[src/rtl/core/pts_pkg.sv]
// package: types and constants for the periodic timer scheduler
package pts_pkg;
   localparam int SLOTS = 16;
   localparam int SLOT_W = 4;
   localparam int TIME_W = 48;
   localparam int IVAL_W = 32;

   typedef enum logic [1:0] {
      CMD_REG   = 2'd0,
      CMD_UNREG = 2'd1,
      CMD_TICK  = 2'd2,
      CMD_NONE  = 2'd3
   } cmd_type;

   typedef enum logic [1:0] {
      ST_OK       = 2'd0,
      ST_ZERO_IVL = 2'd1,
      ST_ALREADY  = 2'd2,
      ST_NOT_REG  = 2'd3
   } status_type;

   // controller to datapath commands
   typedef struct packed {
      logic load;        // capture request word
      logic scan_clr;    // restart slot scan
      logic scan_step;   // examine one slot (min search or collision check)
      logic mode_min;    // 1: search min expired, 0: collision check
      logic take_min;    // mark best slot fired, push to order list
      logic cand_set_reg;   // candidate = now + delay
      logic cand_set_ivl;   // candidate = now + interval of order[idx]
      logic cand_bump;   // candidate + 1
      logic arm_reg;     // arm request slot with candidate
      logic arm_ord;     // arm order[idx] slot with candidate
      logic unreg;       // clear request slot
      logic idx_clr;
      logic idx_inc;
   } ctl_type;

   typedef struct packed {
      cmd_type     cmd;
      logic        ivl_zero;
      logic        slot_armed;
      logic        scan_done;  // last slot examined this cycle
      logic        found;      // min search found a slot / candidate taken
      logic [SLOT_W:0] count;  // fired count
      logic        idx_last;   // idx == count-1
   } sts_type;
endpackage

[src/rtl/core/periodic_timer_scheduler.sv]
// top level: periodic timer scheduler
//
//  channel | ports                                          | dir
//  req     | req_valid req_stall req_cmd/slot/interval/delay/now | in
//  rsp     | rsp_valid rsp_stall rsp_kind/status/fired_slot/fire_time/last | out
//
// one word at a time: req_stall is high until the controller returns to idle; unregister
// only updates the slot, register runs a collision scan rescanned per expiry bump, a tick
// runs a min search per fired slot, emits the fired words, then a collision scan per
// fired slot with the same bump; the single slot scan port examines one slot per cycle
// synchronous active-high reset clears all slot valid bits and control
// a stalled rsp word holds; the controller waits for the output register
module periodic_timer_scheduler (
   input  logic        clock,
   input  logic        reset,
   input  logic        req_valid,
   output logic        req_stall,
   input  logic [1:0]  req_cmd,
   input  logic [3:0]  req_slot,
   input  logic [31:0] req_interval,
   input  logic [31:0] req_delay,
   input  logic [47:0] req_now,
   output logic        rsp_valid,
   input  logic        rsp_stall,
   output logic        rsp_kind,
   output logic [1:0]  rsp_status,
   output logic [3:0]  rsp_fired_slot,
   output logic [47:0] rsp_fire_time,
   output logic        rsp_last
);
   import pts_pkg::*;

   ctl_type    ctl;
   sts_type    sts;
   logic       out_load, out_kind, out_last, out_busy;
   status_type out_status;
   logic [SLOT_W-1:0] fslot;
   logic [TIME_W-1:0] now_q;

   logic        vld_ff;
   logic        kind_ff, last_ff;
   logic [1:0]  stat_ff;
   logic [3:0]  slot_ff;
   logic [47:0] time_ff;

   // output register frees when taken
   assign out_busy = vld_ff && rsp_stall;

   pts_ctrl u_ctrl (
      .clock, .reset, .req_valid, .req_stall, .sts, .ctl,
      .out_load, .out_kind, .out_status, .out_last, .out_busy
   );

   pts_datapath u_dp (
      .clock, .reset, .ctl, .sts, .req_cmd, .req_slot, .req_interval,
      .req_delay, .req_now, .fired_slot(fslot), .now_q
   );

   always_ff @(posedge clock) begin
      if (reset) vld_ff <= 1'b0;
      else if (out_load) vld_ff <= 1'b1;
      else if (!rsp_stall) vld_ff <= 1'b0;
      if (out_load) begin
         kind_ff <= out_kind;
         stat_ff <= out_status;
         last_ff <= out_last;
         // status words carry zero slot and time
         slot_ff <= out_kind ? fslot : '0;
         time_ff <= out_kind ? now_q : '0;
      end
   end

   assign rsp_valid = vld_ff;
   assign rsp_kind = kind_ff;
   assign rsp_status = stat_ff;
   assign rsp_fired_slot = slot_ff;
   assign rsp_fire_time = time_ff;
   assign rsp_last = last_ff;
endmodule

[src/rtl/core/pts_datapath.sv]
// datapath: slot table, candidate time, slot scan and fired list
module pts_datapath (
   input  logic                   clock,
   input  logic                   reset,
   input  pts_pkg::ctl_type       ctl,
   output pts_pkg::sts_type       sts,
   input  logic [1:0]             req_cmd,
   input  logic [3:0]             req_slot,
   input  logic [31:0]            req_interval,
   input  logic [31:0]            req_delay,
   input  logic [47:0]            req_now,
   output logic [pts_pkg::SLOT_W-1:0] fired_slot,
   output logic [pts_pkg::TIME_W-1:0] now_q
);
   import pts_pkg::*;

   logic [SLOTS-1:0]  valid_ff, valid_in;
   logic [IVAL_W-1:0] ivl_mem [SLOTS];
   logic [TIME_W-1:0] exp_mem [SLOTS];
   logic [1:0]        cmd_ff;
   logic [SLOT_W-1:0] slot_ff;
   logic [IVAL_W-1:0] ivl_ff, dly_ff;
   logic [TIME_W-1:0] now_ff, cand_ff;
   logic [SLOT_W-1:0] scan_ff;
   logic [SLOT_W-1:0] best_ff;
   logic [TIME_W-1:0] best_exp_ff;
   logic              found_ff;
   logic [SLOT_W-1:0] order_ff [SLOTS];
   logic [SLOT_W:0]   count_ff, idx_ff;
   logic [SLOT_W-1:0] cur_ord;
   logic              hit;

   assign cur_ord = order_ff[idx_ff[SLOT_W-1:0]];
   assign hit = ctl.mode_min ?
      (valid_ff[scan_ff] && exp_mem[scan_ff] <= now_ff &&
       (!found_ff || exp_mem[scan_ff] < best_exp_ff)) :
      (valid_ff[scan_ff] && exp_mem[scan_ff] == cand_ff);

   always_comb begin
      valid_in = valid_ff;
      if (ctl.take_min) valid_in[best_ff] = 1'b0;
      if (ctl.arm_reg) valid_in[slot_ff] = 1'b1;
      if (ctl.arm_ord) valid_in[cur_ord] = 1'b1;
      if (ctl.unreg) valid_in[slot_ff] = 1'b0;
   end

   always_ff @(posedge clock) begin
      if (reset) begin
         valid_ff <= '0;
         count_ff <= '0;
         idx_ff <= '0;
         found_ff <= 1'b0;
         scan_ff <= '0;
      end else begin
         valid_ff <= valid_in;
         if (ctl.scan_clr) begin
            scan_ff <= '0;
            found_ff <= 1'b0;
         end else if (ctl.scan_step) begin
            scan_ff <= scan_ff + 1'b1;
            if (hit) begin
               found_ff <= 1'b1;
               best_ff <= scan_ff;
               best_exp_ff <= exp_mem[scan_ff];
            end
         end
         if (ctl.load) count_ff <= '0;
         else if (ctl.take_min) begin
            order_ff[count_ff[SLOT_W-1:0]] <= best_ff;
            count_ff <= count_ff + 1'b1;
         end
         if (ctl.idx_clr) idx_ff <= '0;
         else if (ctl.idx_inc) idx_ff <= idx_ff + 1'b1;
      end
   end

   always_ff @(posedge clock) begin
      if (ctl.load) begin
         cmd_ff <= req_cmd;
         slot_ff <= req_slot;
         ivl_ff <= req_interval;
         dly_ff <= req_delay;
         now_ff <= req_now;
      end
      if (ctl.cand_set_reg) cand_ff <= now_ff + {16'd0, dly_ff};
      else if (ctl.cand_set_ivl) cand_ff <= now_ff + {16'd0, ivl_mem[cur_ord]};
      else if (ctl.cand_bump) cand_ff <= cand_ff + 1'b1;
      if (ctl.arm_reg) begin
         exp_mem[slot_ff] <= cand_ff;
         ivl_mem[slot_ff] <= ivl_ff;
      end
      if (ctl.arm_ord) exp_mem[cur_ord] <= cand_ff;
   end

   always_comb begin
      sts.cmd = cmd_type'(cmd_ff);
      sts.ivl_zero = (ivl_ff == '0);
      sts.slot_armed = valid_ff[slot_ff];
      sts.scan_done = (scan_ff == SLOT_W'(SLOTS - 1));
      sts.found = found_ff;
      sts.count = count_ff;
      sts.idx_last = (idx_ff + 1'b1 == count_ff);
   end
   assign fired_slot = cur_ord;
   assign now_q = now_ff;
endmodule

[src/rtl/core/pts_ctrl.sv]
// controller: sequences register, unregister and tick commands
module pts_ctrl (
   input  logic                clock,
   input  logic                reset,
   input  logic                req_valid,
   output logic                req_stall,
   input  pts_pkg::sts_type    sts,
   output pts_pkg::ctl_type    ctl,
   output logic                out_load,
   output logic                out_kind,
   output pts_pkg::status_type out_status,
   output logic                out_last,
   input  logic                out_busy
);
   import pts_pkg::*;

   typedef enum logic [9:0] {
      S_IDLE  = 10'b0000000001,
      S_DEC   = 10'b0000000010,
      S_MIN   = 10'b0000000100,
      S_TAKE  = 10'b0000001000,
      S_EMIT  = 10'b0000010000,
      S_IVL   = 10'b0000100000,
      S_CHK   = 10'b0001000000,
      S_ARM   = 10'b0010000000,
      S_RCHK  = 10'b0100000000,
      S_STAT  = 10'b1000000000
   } state_type;

   state_type  state_ff, state_in;
   status_type st_ff, st_in;

   assign req_stall = (state_ff != S_IDLE);

   always_comb begin
      state_in = state_ff;
      st_in = st_ff;
      ctl = '0;
      out_load = 1'b0;
      out_kind = 1'b0;
      out_status = st_ff;
      out_last = 1'b1;
      unique case (state_ff)
         S_IDLE: begin
            if (req_valid) begin
               ctl.load = 1'b1;
               state_in = S_DEC;
            end
         end
         S_DEC: begin
            ctl.scan_clr = 1'b1;
            ctl.cand_set_reg = 1'b1;
            ctl.idx_clr = 1'b1;
            case (sts.cmd)
               CMD_REG: begin
                  if (sts.ivl_zero) begin
                     st_in = ST_ZERO_IVL; state_in = S_STAT;
                  end else if (sts.slot_armed) begin
                     st_in = ST_ALREADY; state_in = S_STAT;
                  end else begin
                     st_in = ST_OK; state_in = S_RCHK;
                  end
               end
               CMD_UNREG: begin
                  st_in = sts.slot_armed ? ST_OK : ST_NOT_REG;
                  ctl.unreg = sts.slot_armed;
                  state_in = S_STAT;
               end
               CMD_TICK: begin
                  ctl.mode_min = 1'b1;
                  state_in = S_MIN;
               end
               default: state_in = S_IDLE;
            endcase
         end
         S_RCHK: begin
            ctl.scan_step = 1'b1;
            if (sts.scan_done) state_in = S_ARM;
         end
         S_MIN: begin
            ctl.mode_min = 1'b1;
            ctl.scan_step = 1'b1;
            if (sts.scan_done) state_in = S_TAKE;
         end
         S_TAKE: begin
            if (sts.found) begin
               ctl.take_min = 1'b1;
               ctl.scan_clr = 1'b1;
               state_in = S_MIN;
            end else if (sts.count == '0) begin
               state_in = S_IDLE;
            end else begin
               state_in = S_EMIT;
            end
         end
         S_EMIT: begin
            if (!out_busy) begin
               out_load = 1'b1;
               out_kind = 1'b1;
               out_status = ST_OK;
               out_last = sts.idx_last;
               ctl.idx_inc = 1'b1;
               if (sts.idx_last) begin
                  ctl.idx_clr = 1'b1;
                  ctl.idx_inc = 1'b0;
                  state_in = S_IVL;
               end
            end
         end
         S_IVL: begin
            ctl.cand_set_ivl = 1'b1;
            ctl.scan_clr = 1'b1;
            state_in = S_CHK;
         end
         S_CHK: begin
            ctl.scan_step = 1'b1;
            if (sts.scan_done) state_in = S_ARM;
         end
         S_ARM: begin
            // candidate taken: bump and rescan, else arm
            if (sts.found) begin
               ctl.cand_bump = 1'b1;
               ctl.scan_clr = 1'b1;
               state_in = (sts.cmd == CMD_TICK) ? S_CHK : S_RCHK;
            end else if (sts.cmd == CMD_TICK) begin
               ctl.arm_ord = 1'b1;
               if (sts.idx_last) state_in = S_IDLE;
               else begin
                  ctl.idx_inc = 1'b1;
                  state_in = S_IVL;
               end
            end else begin
               ctl.arm_reg = 1'b1;
               state_in = S_STAT;
            end
         end
         S_STAT: begin
            if (!out_busy) begin
               out_load = 1'b1;
               state_in = S_IDLE;
            end
         end
         default: state_in = S_IDLE;
      endcase
   end

   always_ff @(posedge clock) begin
      if (reset) begin
         state_ff <= S_IDLE;
         st_ff <= ST_OK;
      end else begin
         state_ff <= state_in;
         st_ff <= st_in;
      end
   end
endmodule
[config.mk]
export PLATFORM = sky130hd
export DESIGN_NAME = periodic_timer_scheduler
export DESIGN_NICKNAME = d
export VERILOG_FILES = /design/src/rtl/core/pts_pkg.sv /design/src/rtl/core/periodic_timer_scheduler.sv /design/src/rtl/core/pts_datapath.sv /design/src/rtl/core/pts_ctrl.sv
export SDC_FILE = /design/constraint.sdc
export NUM_CORES = 2
export LEC_CHECK = 0
export BUFFER_PORTS_ARGS = -buffer_cell sky130_fd_sc_hd__buf_2
export CAP_MARGIN = 20
export CORE_MARGIN = 1
export CORE_UTILIZATION = 50
export CTS_BUF_LIST = sky130_fd_sc_hd__clkbuf_8
export CTS_CLUSTER_DIAMETER = 100
export CTS_CLUSTER_SIZE = 24
export DETAILED_ROUTE_END_ITERATION = 12
export MAX_ROUTING_LAYER = met4
export PLACE_DENSITY = 0.67
export SETUP_SLACK_MARGIN = 0.4
export SLEW_MARGIN = 20
export SYNTH_ARGS = -nofsm -noshare
export SYNTH_HDL_FRONTEND = slang
export SYNTH_SLANG_ARGS = --single-unit
[constraint.sdc]
create_clock -name clock -period 16.4 [get_ports clock]
set_input_delay 2.46 -clock clock [delete_from_list [all_inputs] [get_ports clock]]
set_output_delay 2.46 -clock clock [all_outputs]
set_load 0.01 [all_outputs]
==> impl_results.md <==
* Status: finished clean
* Die area at around 0.14 mm^2
* Core Region at approximately 0.14 mm^2
* DRT Pass-1 Iters at 8
* Clk buf depth at 3
* Top cell type's share of synthesized area at 68.4%
* Maximum vdd drop at approximately 0.094 mV
* Post-DR vias/cell at 6.25
* Worst-path clk slew at 0.15 ns
* Register-to-register setup slack at around 8.7 ns
* Clock Root Buffer: clkbuf_8
* Dpl hpwl at 109,000 um
* Post-layout nets at 4,545
* Worst setup endpoint: u_dp.cand_ff[46]$_DFFE_PP_
* Achievable Freq at approximately 130 MHz
* Final Setup Violations at 0
* Final hold viol count at 0
* Tightest Pin Transition at approximately 1.3 ns
* Startpoint Class: flop
* Mapped Area at 0.0711 mm^2
* TritonCTS buffer count at 80
* Area growth syn-to-layout at 6.63%
* H-tree depth at 3
* DRT antenna net count at 0
* Post-synthesis sequential area ratio at 69.8%
* Cell taking the most area after synthesis: edfxtp_1
* Share of cells above drive strength 1 at 19.0%
* Number of synthesized register bits at 1,670
* First-pass GRT wire length at 255,000 um
* Final setup margin at between 8 and 9 ns
* Clk_lat worst skew at 0.86 ns
* Rel. slew slack at 11.6%
* Worst Setup End Kind: flop
* CP Class: reg -> reg
* Crit path time final at 7.69 ns
* Pins over their slew limit at 0
* DR vias at 38,400
* Final Total Pwr at 6890 uW
* CP required at 17.01 ns
* 1st-iter DRT viols at 4,145
* CP max FO at 39
* Fill cells at about 11,000
* Post-synth EDFFs at 1,618
* Die Wd at ~380 um
* Post_cts resized at 0
* Number of global-route vias before repair at 37,700
* Syn Area/Cell at 17.4 um^2
* Total track usage at 25.3%
* Initial core utilization at about half
* Post-Route WL at 176,000 um
* Mapped Nets at 4,382
* Initial antenna violation count at 4
* Post-synth cell types at 75
* Final period util at between 40% and 50%
* Max cap viols at 0
* Routed wire per std cell at 28.6 um
* Leading cell types in the layout, fill and taps excluded: edfxtp_1 (1,618), mux4_2 (361), nor2_1 (183), buf_2 (179), ha_1 (169)
* GRT overflow at 0
* Yosys warning total at 0
* Leading cell type in the layout, fill and taps excluded: edfxtp_1
* CTS Hold Bufs at 0
* Ranking of synthesized cells by area: edfxtp_1 (68%), mux4_2 (12%), ha_1 (3.0%), dfxtp_1 (1.5%), xnor2_1 (1.4%)
* Row count at 137
* # DRC at 0
* Clock Skews at 0.0583 ns
* Final core occ at between 50 and 60%
* Mapped Cells at around 4,000
* Placement Setup Slack at 8.28 ns
* Post-CTS Setup Inserts at 0
* Leakage at 0.0243 uW
* Largest net degree at the start of global routing at 96
* Top-Level Pins at 180
* Hold Crit Class: reg -> reg
* Setup tns final at 0 ns
* Fraction of registers with async set/reset at 0%
* Pwr/cell area at 90.9 mW/mm^2
* GPL Wtd Cong at 0.907
* Port Buffers at 179
* RSZ-0062 raised after global routing: no
* Worst R2R Path Depth at 18
* Worst r2r dst: u_dp.cand_ff[46]$_DFFE_PP_
* Dominant synthesized flop cell: edfxtp_1
* CTS Sinks at about 1,700
* CP arrival at 8.30 ns
* CTS tree: built
* Chip height at between 300 and 400 um
cell type report:
type	count	area, um^2	area share, %
inverters	120	450	0.594
clock inverters	18	105	0.139
repair buffers	254	1480	1.96
diodes	2	5.00	0.00660
clock buffers	83	1140	1.51
well taps	1876	2350	3.10
flip-flops and latches	1670	49600	65.5
multi-input cells	2126	20600	27.2
worst max-delay path, stage by stage, from the launching register on:
cell and delay, ns:
dfxtp_2 0.72, mux4_2 0.57, mux4_4 0.99, buf_4 0.53
mux4_2 0.53, mux2_2 0.27, nand2_1 0.06, o21ai_0 0.18
ha_1 0.43, o211ai_1 0.10, o21ai_0 0.45, o221ai_1 0.18
and3_1 0.28, a211oi_1 0.51, o2111ai_1 0.22, a21oi_2 0.52
nand2_1 0.24, mux2_2 0.33, o221a_2 0.23
report_power, final:
group / internal, uW / total [uW] / switching [uW]
sequential: 4720 / 4820 / 102
combinational: 134 / 367 / 233
clock: 473 / 1700 / 1230
total: 5330 / 6890 / 1560
sequential cells by signal, summed over array words and instances, names as in the netlist, 4 cells and up, named ones only:
name and count:
u_dp.cand_ff 48, u_dp.order_ff 64, u_dp.best_ff 4, u_dp.valid_ff 16
u_dp.exp_mem 768, rsp_fired_slot 4, u_dp.now_q 48, u_ctrl.state_ff 10
u_dp.best_exp_ff 48, u_dp.dly_ff 32, u_dp.count_ff 5, u_dp.scan_ff 4
u_dp.slot_ff 4, u_dp.idx_ff 5, rsp_fire_time 48, u_dp.ivl_mem 512
u_dp.ivl_ff 32
metrics by stage:
stage	hold WS, ns	cell area, um^2	cells
floorplan	0.406	71100	4089
global placement	0.473	74500	6046
detailed placement	0.481	74500	6046
CTS	0.501	75800	6147
global route	0.548	75800	6149
finish	0.503	75800	6149
metal layers:
metal / part of all wire (%) / up-vias / track usage, %
li1: - / 16500 / -
met1: 41 / 20000 / 35.2
met2: 48 / 1651 / 39.8
met3: 7.5 / 236 / 2.92
met4: 2.9 / 0 / 7.46
met5: 0 / - / -
how the worst min path moves through the flow:
| stage | from | to | depth (start not counted) |
|---|---|---|---|
| finish | u_ctrl.st_ff[0]$_SDFFE_PP0P_ | u_ctrl.st_ff[0]$_SDFFE_PP0P_ | 2 |
| CTS | u_ctrl.st_ff[0]$_SDFFE_PP0P_ | u_ctrl.st_ff[0]$_SDFFE_PP0P_ | 2 |
| detailed placement | u_ctrl.st_ff[0]$_SDFFE_PP0P_ | u_ctrl.st_ff[0]$_SDFFE_PP0P_ | 2 |
| global route | u_ctrl.st_ff[0]$_SDFFE_PP0P_ | u_ctrl.st_ff[0]$_SDFFE_PP0P_ | 2 |
| floorplan | u_dp.scan_ff[2]$_SDFFE_PP0N_ | u_dp.best_ff[2]$_DFFE_PP_ | 0 |
| global placement | u_ctrl.st_ff[0]$_SDFFE_PP0P_ | u_ctrl.st_ff[0]$_SDFFE_PP0P_ | 2 |
cells by family (layout without fill, tap and decap cells):
group | count (synthesis) | count (layout) | share of synthesized area (%)
flip-flops | 1670 | 1670 | 69.8
XOR/XNOR | 178 | 178 | 2.19
AND/OR/NAND/NOR | 718 | 718 | 4.91
buffers and inverters | 293 | 475 | 1.62
adder cells (fa/ha/maj) | 171 | 171 | 3.03
other | 0 | 2 | 0
multiplexers | 488 | 488 | 13.4
AO/OA/AOI/OAI | 571 | 571 | 5.02
synthesized netlist by cell type, types with 28 or more instances:
library cell / n
a211oi_1: 60
nand2_1: 163
mux2_2: 36
mux4_2: 364
xor2_1: 61
nor2_1: 216
ha_1: 169
buf_2: 30
edfxtp_1: 1618
nor3_1: 47
nand4_1: 56
dfxtp_1: 52
nor2b_1: 44
o21ai_0: 147
xnor2_1: 117
inv_1: 120
nand3_1: 50
a21oi_1: 166
nor4_1: 28
mux2i_1: 86
a21o_1: 67
clkbuf_1: 113
(Power assumes the default switching activity.)
